File: config.mk
export PLATFORM = sky130hd
export DESIGN_NAME = tmrb_cell
export DESIGN_NICKNAME = d
export VERILOG_FILES = /design/src/rtl/tsp_matrix_reduction_bound_top_assert.svh /design/src/rtl/tmrb_pkg.sv /design/src/rtl/tmrb_cell.sv
export SDC_FILE = /design/constraint.sdc
export NUM_CORES = 1
export LEC_CHECK = 0
export BUFFER_PORTS_ARGS = -buffer_cell sky130_fd_sc_hd__buf_2
export CELL_PAD_IN_SITES_DETAIL_PLACEMENT = 0
export CELL_PAD_IN_SITES_GLOBAL_PLACEMENT = 2
export CORE_MARGIN = 5
export CORE_UTILIZATION = 43
export DETAILED_ROUTE_END_ITERATION = 10
export MAX_ROUTING_LAYER = met4
export PLACE_DENSITY_LB_ADDON = 0.1
export SLEW_MARGIN = 30
export SYNTH_ARGS = -nofsm -noshare
export SYNTH_HDL_FRONTEND = slang
export SYNTH_SLANG_ARGS = --single-unit
File: constraint.sdc
create_clock -name i_clk -period 7.35 [get_ports i_clk]
set_input_delay 1.1025 -clock i_clk [delete_from_list [all_inputs] [get_ports i_clk]]
set_output_delay 1.1025 -clock i_clk [all_outputs]
set_load 0.005 [all_outputs]
File: src/rtl/tsp_matrix_reduction_bound_top_assert.svh
// Assertion macros for the matrix reduction bound block
`ifndef TSP_MATRIX_REDUCTION_BOUND_TOP_ASSERT_SVH
`define TSP_MATRIX_REDUCTION_BOUND_TOP_ASSERT_SVH

// same-cycle implication, checked out of reset
`define TMRB_ASSERT_NOW(label, ante, cons) \
    label: assert property (@(posedge i_clk) disable iff (!i_rst_n) (ante) |-> (cons)) \
        else $error("tmrb assertion failed");

// next-cycle implication, checked out of reset
`define TMRB_ASSERT_NEXT(label, ante, cons) \
    label: assert property (@(posedge i_clk) disable iff (!i_rst_n) (ante) |=> (cons)) \
        else $error("tmrb assertion failed");

`endif

File: src/rtl/tmrb_pkg.sv
package tmrb_pkg;

    // command broadcast to every cell of the chain
    typedef enum logic [2:0] {
        CMD_NONE,
        CMD_WRITE,
        CMD_BLOCK,
        CMD_ROWMIN,
        CMD_ROWSUB,
        CMD_COLMIN,
        CMD_COLSUB,
        CMD_SUM
    } t_cell_cmd;

    typedef struct packed {
        t_cell_cmd cmd;
        logic      root;
    } t_cell_ctrl;

    typedef enum logic [1:0] {
        OP_WRITE  = 2'd0,
        OP_READ   = 2'd1,
        OP_ROOT   = 2'd2,
        OP_BRANCH = 2'd3
    } t_opcode;

    typedef enum logic [3:0] {
        ST_IDLE,
        ST_WRITE,
        ST_READ,
        ST_EDGE,
        ST_BLOCK,
        ST_ROWMIN,
        ST_ROWSUB,
        ST_COLMIN,
        ST_COLSUB,
        ST_SUM,
        ST_DONE
    } t_state;

    localparam int BOUND_W = 38;

endpackage

File: src/rtl/tmrb_cell.sv
// One column of the cost matrix plus its slice of the min and sum chains.
module tmrb_cell #(
    parameter int MAX_VERTICES = 16,
    parameter int DIST_WIDTH   = 32,
    parameter int CELL_ID      = 0
) (
    input  logic                                i_clk,
    input  tmrb_pkg::t_cell_ctrl                i_ctrl,
    input  logic [$clog2(MAX_VERTICES)-1:0]     i_idx,
    input  logic [$clog2(MAX_VERTICES)-1:0]     i_u,
    input  logic [$clog2(MAX_VERTICES)-1:0]     i_v,
    input  logic [$clog2(MAX_VERTICES+1)-1:0]   i_n,
    input  logic [DIST_WIDTH-1:0]               i_wdata,
    input  logic [DIST_WIDTH-1:0]               i_lo,
    input  logic [DIST_WIDTH-1:0]               i_min,
    output logic [DIST_WIDTH-1:0]               o_min,
    input  logic [tmrb_pkg::BOUND_W-1:0]        i_sum,
    output logic [tmrb_pkg::BOUND_W-1:0]        o_sum,
    output logic [DIST_WIDTH-1:0]               o_rd
);

    localparam int IDX_W = $clog2(MAX_VERTICES);
    localparam int CNT_W = $clog2(MAX_VERTICES+1);
    localparam logic [DIST_WIDTH-1:0] INF = {DIST_WIDTH{1'b1}};
    localparam logic [IDX_W-1:0] ID = IDX_W'(CELL_ID);

    logic [DIST_WIDTH-1:0] r_mem [MAX_VERTICES];
    logic [DIST_WIDTH-1:0] r_lo;
    logic [DIST_WIDTH-1:0] r_min;
    logic [tmrb_pkg::BOUND_W-1:0] r_sum;

    logic                  w_active;
    logic                  w_block;
    logic [DIST_WIDTH-1:0] w_ent;

    assign w_ent    = r_mem[i_idx];
    assign o_rd     = w_ent;
    assign o_min    = r_min;
    assign o_sum    = r_sum;
    assign w_active = CNT_W'(CELL_ID) < i_n;

    always_comb begin
        if (i_ctrl.root) begin
            w_block = (i_idx == ID);
        end else begin
            w_block = (ID == i_v) || (i_idx == i_u) || ((CELL_ID == 0) && (i_idx == i_v));
        end
    end

    always_ff @(posedge i_clk) begin
        case (i_ctrl.cmd)
            tmrb_pkg::CMD_WRITE: begin
                if (i_v == ID) r_mem[i_idx] <= i_wdata;
            end
            tmrb_pkg::CMD_BLOCK: begin
                if (w_active && w_block) r_mem[i_idx] <= INF;
            end
            tmrb_pkg::CMD_ROWMIN: begin
                r_min <= (w_active && (w_ent < i_min)) ? w_ent : i_min;
            end
            tmrb_pkg::CMD_ROWSUB: begin
                if (w_active && (w_ent != INF)) r_mem[i_idx] <= w_ent - i_lo;
            end
            tmrb_pkg::CMD_COLMIN: begin
                if (i_idx == '0 || w_ent < r_lo) r_lo <= w_ent;
            end
            tmrb_pkg::CMD_COLSUB: begin
                if (w_active && (w_ent != INF)) r_mem[i_idx] <= w_ent - r_lo;
            end
            tmrb_pkg::CMD_SUM: begin
                if (w_active && (r_lo != INF)) begin
                    r_sum <= i_sum + tmrb_pkg::BOUND_W'(r_lo);
                end else begin
                    r_sum <= i_sum;
                end
            end
            default: begin
            end
        endcase
    end

endmodule
# Word-level counts from Yosys, hierarchy flattened
# Memory sizes are Yosys's and may differ from the RTL's.
# Index checks and enable logic that the tools add are counted.
totals:
  ff_bits: 102
  in_bits: 156
  ramBits: 512
  n_memories: 1
memory_table:
  columns: ["memory", "depth", "width", "read_ports", "rd_ports_with_merged_regs", "write_ports", "line", "source"]
  rows:
  - ["r_mem", 16, 32, 1, 0, 1, "tmrb_cell.sv:27", "logic [DIST_WIDTH-1:0] r_mem [MAX_VERTICES];"]
classes:
  mux: 17
  addsub: 3
  magnitude_cmp: 3
  bitwise: 3
  n_reduce_logical: 10
  eq_ne: 11
op_table:
  columns: ["cell", "n"]
  rows:
  - ["$mux 32", 4]
  - ["$lt 32x32->1", 2]
  - ["$ne 32x32->1 const B", 2]
  - ["$sub 32x32->32", 2]
  - ["$add 38x32->38", 1]
  - ["$mux 38", 1]
  - ["$eq 3x3->1 const B", 4]
  - ["$mux 1", 12]
  - ["$eq 4x4->1", 2]
  - ["$logic_not 4->1", 2]
  - ["$eq 3x2->1 const B", 2]
  - ["$lt 1x5->1 const A", 1]
  - ["$logic_and 1x1->1", 4]
  - ["$eq 3x1->1 const B", 1]
  - ["$logic_or 1x1->1", 3]
  - ["$or 1x1->1", 3]
  - ["$reduce_and 2->1", 1]

# Depth between registers and ports, before layout
# Gate-level depths: netlist of the first run.
logic_depth:
  word_depth: 11
  depth_mapped: 18

# Worst setup path before layout of the first run
# OpenSTA, ideal clock, no wires.
synth_path:
  path_type: "input-to-reg"
  start: "input port i_idx[0]"
  end: "register r_lo[0] (enable)"
  arrival_time_ns: 6.082
  path_buffers: 2
  slack_ns: 0.828
  cell_stages: 16
  required_ns: 6.909
  path_cell_list: "buf_6 -> buf_6 -> mux4_2 -> a22oi_1 -> nand2_1 -> ha_1 -> o21ai_0 -> a21oi_1 -> o311a_1 -> o211ai_1 -> a31oi_1 -> a41oi_1 -> o21ai_0 -> a31oi_1 -> o21bai_1 -> a31oi_1"
synth_via:
  elab_chain_cells: 4
synth_rtl:
  columns: ["item", "line", "source"]
  rows:
  - ["from (decl)", "tmrb_cell.sv:9", "input logic [$clog2(MAX_VERTICES)-1:0] i_idx,"]
  - ["$mem_v2 16x32", null, null]
  - ["net o_rd[3]", "tmrb_cell.sv:19", "output logic [DIST_WIDTH-1:0] o_rd"]
  - ["$lt 32x32->1", "tmrb_cell.sv:65", "if (i_idx == '0 || w_ent < r_lo) r_lo <= w_ent;"]
  - ["$logic_or 1x1->1", "tmrb_cell.sv:65", null]
  - ["$reduce_and 2->1 (no line)", null, null]
  - ["to (signal assigned)", "tmrb_cell.sv:65", null]
  - ["to (decl)", "tmrb_cell.sv:28", "logic [DIST_WIDTH-1:0] r_lo;"]
# The timed path passes the listed nets, and every way through them passes these cells.
# A chain may end at the register's enable or synchronous reset.

# Worst setup path after layout of the first run
layout_path:
  start: "input port i_idx[0]"
  end: "register r_lo[4] (enable)"
layout_via:
  elab_chain_cells: 4
layout_rtl:
  columns: ["item", "line"]
  rows:
  - ["$mem_v2 16x32", null]
  - ["$lt 32x32->1", "tmrb_cell.sv:65"]
  - ["$logic_or 1x1->1 *", "tmrb_cell.sv:65"]
  - ["$reduce_and 2->1 (no line) *", null]
# Mark *: on every way between the ends. The rest lies on a longest branch, timed or not.

==> impl_metrics.json, run 1 <==
{
  "slew_violations": 0,
  "grt_max_degree": 70,
  "synth_top_area_frac": 0.618,
  "grt_pass1_wl_um": 129000,
  "numClockSinks": 614,
  "cp.required_ns": 7.61,
  "ctsResizeCount": 0,
  "drt_iter0_drc": 1585,
  "synth_edf_count": 614,
  "portBuffers": 257,
  "drc": 0,
  "final_common_cell": "edfxtp_1",
  "syn_avg_cell_area_um2": 14.8,
  "postCtsSetupRepairBufs": 0,
  "htreeDepth": 3,
  "cp_max_fo": 42,
  "fin_hold_ws_ns": 0.787,
  "ys_ff_latch": 614,
  "status": "finished, final reports clean",
  "cap_violations": 0,
  "cpLargestDelayFamily": "compound AO/OA/AOI/OAI gates",
  "die-area_um2": 74700,
  "drt_pre_antenna_iters": 5,
  "cts_buffers": 70,
  "p_leak_nw": 12.8,
  "period_needed_ns": 5.93,
  "fmax_mhz": 169,
  "viasPerCell": 5.72,
  "nNetsFinal": 2642,
  "timing_worst_setup_path_type": "in2reg",
  "finClkSkew_ns": 0.0478,
  "track_usage": 0.242,
  "clockRootBuffer": "clkbuf_16",
  "vias": 19100,
  "path_clk_slew_ns": 0.06,
  "die-height_um": 273,
  "ir_worst_vdd_v": 0.000201,
  "path_buf_inv": 3,
  "synth_area_leader_cell": "edfxtp_1",
  "synth_fp_nets": 2298,
  "initial_utilization": 0.434,
  "min_path_type": "in2reg",
  "clk_path_buf_depth": 3,
  "critPathLaunchType": "input pin",
  "fin_setup_tns_ns": 0,
  "synthArstFlopShare": 0,
  "final-hold-violation-count": 0,
  "grt_antenna_before_repair": 1,
  "wire_per_inst_um": 26.6,
  "grt_overflow": 0,
  "io_pins": 258,
  "synth.area.top_cells": "edfxtp_1 62%, mux4_2 9.7%, ha_1 5.3%",
  "cp_cell_sequence": "clkbuf_8, mux4_2, a22oi_1, nand2_1, inv_1, ha_1, fa_1, nand2b_1, a21oi_1, o311a_1, o211ai_1, a31oi_1, a41oi_1, o21ai_0, a31oi_1, o21bai_1, a31oi_4, buf_4",
  "area_growth_pct": 17.6,
  "syn_inst": 2013,
  "cts_hold_buf": 0,
  "max_stage_delay_ns": 0.58,
  "rsz0062_at_grt": "false",
  "critPathArrivalTime_ns": 6.19,
  "cpMostUsedCell": "a31oi_1",
  "cts_tree": "yes",
  "synth-seq-area-share": 0.618,
  "gp_congestion": 0.927,
  "routed_wl_um": 89100,
  "layout_common_cells": "614 x edfxtp_1, 255 x buf_2, 132 x nand2_1",
  "final.period_utilization": 0.807,
  "crit_path_top_delay_cell": "mux4_2",
  "drive_gt1_frac": 0.262,
  "finalCoreUtilization": 0.510,
  "slew_headroom": 0.362,
  "tightest_slew_ns": 0.953,
  "power_density_nw_per_um2": 248,
  "grt_pass1_vias": 19700,
  "hpwl_um": 61100,
  "setup_viol": 0,
  "syn_area_um2": 29800,
  "worstSkewPairLatency_ns": 0.63,
  "synthFlopType": "edfxtp_1",
  "rows": 96,
  "antenna_left": 0,
  "die_w_um": 273,
  "end_kind": "register",
  "coreArea_um2": 68700,
  "ys_types": 76,
  "yosys_warnings": 0
}
-- cell usage after synthesis, types with 9 or more instances --
cell type	number
o31ai_1	11
a31oi_1	13
buf_6	11
clkbuf_1	29
a22oi_1	64
a211oi_1	16
nand2b_1	20
inv_1	111
a21o_1	46
nand3_1	18
mux4_2	128
buf_4	9
nor2b_1	16
o21ai_0	80
o211ai_1	15
nor3_1	47
a21oi_1	90
buf_2	30
nand2_1	132
edfxtp_1	614
ha_1	126
nor2_1	79
nor4_1	11
xor2_1	29
mux2_2	11
o21a_1	13
xnor2_1	59
nand4_1	27
and3_1	9
mux2_1	30
-- through the flow --
step	setup slack, ns	power (mW)	instance area [µm²]	instances
2_1_floorplan	0.828	4.94	29800	2013
3_3_place_gp	0.667	5.46	32800	3216
3_5_place_dp	0.600	5.47	32900	3216
4_1_cts	1.24	8.77	35000	3344
5_1_grt	0.872	9.03	35100	3344
6_report	1.42	8.69	35100	3345
-- worst register-to-register path: cells and delay by family (launching register included) --
kind	cells	cell delay, ns
AO/OA/AOI/OAI	10	2.61
adder cells (fa/ha/maj)	2	0.39
buffers and inverters	2	0.56
flip-flops	1	0.36
multiplexers	1	0.48
AND/OR/NAND/NOR	2	0.41
-- area by class of cell --
cell class	instances	area [µm²]
multi-input cells	1206	10700
fillers	5876	33600
diodes	1	2.50
repair buffers	354	2140
clock inverters	45	370
clock buffers	83	1800
inverters	111	417
well taps	931	1160
flip-flops and latches	614	18400
-- cell families after synthesis --
| group | after synthesis | share of synthesized area |
|---|---|---|
| buffers and inverters | 193 | 0.0295 |
| adder cells (fa/ha/maj) | 129 | 0.0549 |
| XOR/XNOR | 88 | 0.0258 |
| AND/OR/NAND/NOR | 398 | 0.0650 |
| AO/OA/AOI/OAI | 414 | 0.0917 |
| flip-flops | 614 | 0.618 |
| multiplexers | 177 | 0.115 |
-- power breakdown --
part	internal, mW	total [mW]	switching, mW	leakage [nW]
Combinational	0.532	1.37	0.842	6.20
Sequential	4.01	4.02	0.0180	5.54
Clock	1.85	3.29	1.44	1.04
Total	6.39	8.69	2.30	12.8
-- routing by layer --
layer	GRT usage	vias to the layer above	wire, µm	part of all wire
met5	-	-	0	0
met4	0.0558	0	1960	0.022
met3	0.0380	119	5350	0.060
met2	0.393	607	43700	0.49
met1	0.325	9749	38100	0.43
li1	-	8651	-	-
-- flip-flops by register name, indices dropped and copies added, names as in the netlist --
register and count:
o_min 32, r_lo 32, r_mem 512, o_sum 38
-- worst paths after layout --
kind / startpoint / end / slack [ns] / depth (start not counted)
setup reg to reg: r_mem[11][0] / r_lo[4] / 2.15 / 17
hold / removal: i_sum[37] / o_sum[37] / 0.79 / 2
hold reg to reg: r_lo[0] / o_sum[0] / 0.79 / 3
setup / recovery: i_idx[0] / r_lo[4] / 1.42 / 18
No activity file was read; power rests on OpenSTA's default activity.
==> run 2: changes to the inputs <==
Clock period 7.35 ns to 5.6 ns, I/O delays scaled along.
==> impl_metrics.json, run 2 (synthesis results as in run 1) <==
{
  "grt_antenna_before_repair": 2,
  "crit_path_top_delay_cell": "mux4_2",
  "hp-start": "i_min[26]",
  "postCtsSetupRepairBufs": 0,
  "die_w_um": 273,
  "critPathArrivalTime_ns": 5.42,
  "path_clk_slew_ns": 0.06,
  "vias": 19600,
  "met3_usage": 0.0377,
  "io_pins": 258,
  "grt_pass1_wl_um": 131000,
  "slew_headroom": 0.475,
  "finClkSkew_ns": 0.0196,
  "sw_frac_of_total": 0.260,
  "placedCellCount": 3309,
  "ctsResizeCount": 0,
  "nNetsFinal": 2734,
  "p_sw_mw": 2.98,
  "wire_per_inst_um": 26.3,
  "cp_cell_sequence": "clkbuf_8, buf_4, mux4_2, a22oi_1, nand2_1, ha_1, nand2_1, or3_1, a211oi_1, nor3b_1, buf_4, nor3_1, nor3_1, nor3_1, mux2i_1, a22o_1, a21oi_1, buf_4",
  "cp.required_ns": 5.94,
  "slew_violations": 0,
  "cts_tree": "yes",
  "period_needed_ns": 5.08,
  "antenna_left": 0,
  "postPlaceCellArea_um2": 33800,
  "rows": 96,
  "timing.rr.end": "r_mem[8][31]",
  "grt.busiest_layer": "met2",
  "gr-usage-met2": 0.395,
  "status": "finished, final reports clean",
  "routed_wl_um": 90300,
  "worstSkewPairLatency_ns": 0.61,
  "portBuffers": 257,
  "clockRootBuffer": "clkbuf_16",
  "coreArea_um2": 68700,
  "cp_max_fo": 27,
  "layout_common_cells": "614 x edfxtp_1, 255 x buf_2, 162 x buf_4",
  "die-area_um2": 74700,
  "numClockSinks": 614,
  "drt_pre_antenna_iters": 6,
  "r2r_cells": 16,
  "initial_utilization": 0.434,
  "grt_pass1_vias": 19900,
  "grtUsageMet1": 0.335,
  "track_usage": 0.245,
  "p_leak_nw": 13.3,
  "fin_hold_ws_ns": 0.536,
  "drive_gt1_frac": 0.289,
  "end_kind": "register",
  "tightest_slew_ns": 0.788,
  "grt_overflow": 0,
  "die-height_um": 273,
  "final_common_cell": "edfxtp_1",
  "regMostFlops": "r_mem",
  "timing_worst_setup_path_type": "in2reg",
  "cts_buffers": 69,
  "drt_iter0_drc": 1770,
  "ir_worst_vdd_v": 0.000229,
  "cap_violations": 0,
  "viasPerCell": 5.71,
  "area_growth_pct": 20.6,
  "htreeDepth": 3,
  "hpwl_um": 63200,
  "final.period_utilization": 0.907,
  "hold_depth": 2,
  "r2r_start": "r_mem[14][6]",
  "final-hold-violation-count": 0,
  "p_int_mw": 8.48,
  "fin_area_um2": 36000,
  "rsz0062_at_grt": "false",
  "gp_congestion": 0.955,
  "min_to": "o_min[26]",
  "max_stage_delay_ns": 0.52,
  "min_path_type": "in2reg",
  "clk_path_buf_depth": 3,
  "grt_max_degree": 70,
  "largest_reg_flops": 512,
  "power_density_nw_per_um2": 319,
  "cts_hold_buf": 0,
  "comb_power_share": 0.166,
  "p_seq_frac": 0.461,
  "drc": 0,
  "regToRegSetupSlack_ns": 0.86,
  "power_frac_clock": 0.373,
  "critPathLaunchType": "input pin",
  "fmax_mhz": 197,
  "setup_viol": 0,
  "fin_cells": 3432
}
==> run 2: cell count changes in the layout (fill, tap and decap cells not counted), sizes merged <==
cell | before | now
diode | 1 | 2
clkbuf | 84 | 86
clkinv | 35 | 26
buf | 353 | 446
==> run 2: power groups by stage <==
stage | sequential, mW | combinational [mW] | clock (mW)
6_report | 5.28 | 1.90 | 4.28
5_1_grt | 5.28 | 2.08 | 4.57
4_1_cts | 5.28 | 1.91 | 4.38
3_5_place_dp | 5.38 | 1.90 | 0
3_3_place_gp | 5.38 | 1.88 | 0
2_1_floorplan | 5.38 | 1.11 | 0
==> run 2: how the worst max path moves through the flow <==
| stage | from | to | slack (ns) | cells past startpoint |
|---|---|---|---|---|
| final | i_idx[0] | r_mem[8][31] | 0.52 | 18 |
| after global routing | i_idx[0] | r_mem[1][27] | 0.12 | 18 |
| after CTS | i_idx[0] | r_mem[8][31] | 0.49 | 18 |
| after detailed placement | i_idx[0] | r_mem[15][31] | -0.14 | 18 |
| after global placement | i_idx[0] | r_mem[13][31] | -0.08 | 17 |
| after floorplan | i_idx[0] | r_mem[12][0] | -0.58 | 11 |
==> run 2: layer usage <==
layer / vias up / part of all wire
met3: 108 / 0.065
met2: 653 / 0.48
met5: - / 0
met4: 0 / 0.020
li1: 8834 / -
met1: 9991 / 0.43
==> run 2: critical path: cells and delay by family <==
kind / cells / cell delay [ns]
simple gates: 7 / 1.58
mux: 2 / 0.75
fa+ha+maj: 1 / 0.39
buf+inv: 4 / 0.99
compound gates: 4 / 0.82
==> run 2: stage by stage <==
stage	setup TNS [ns]	total power, mW	utilization	setup WS, ns
after floorplan	-55.42	6.49	-	-0.577
after global placement	-2.41	7.25	0.492	-0.0784
after detailed placement	-4.73	7.28	0.492	-0.138
after CTS	0	11.6	0.523	0.488
after global routing	0	11.9	0.523	0.123
final	0	11.5	0.523	0.519
==> run 2: area by class of cell <==
| class | count | area, µm² |
|---|---|---|
| Sequential cell | 614 | 18400 |
| Clock buffer | 85 | 1830 |
| Antenna cell | 2 | 5.00 |
| Clock inverter | 36 | 305 |
| Multi-Input combinational cell | 1206 | 10700 |
| Tap cell | 931 | 1160 |
| Inverter | 111 | 417 |
| Fill cell | 5838 | 32700 |
| Timing Repair Buffer | 447 | 3090 |
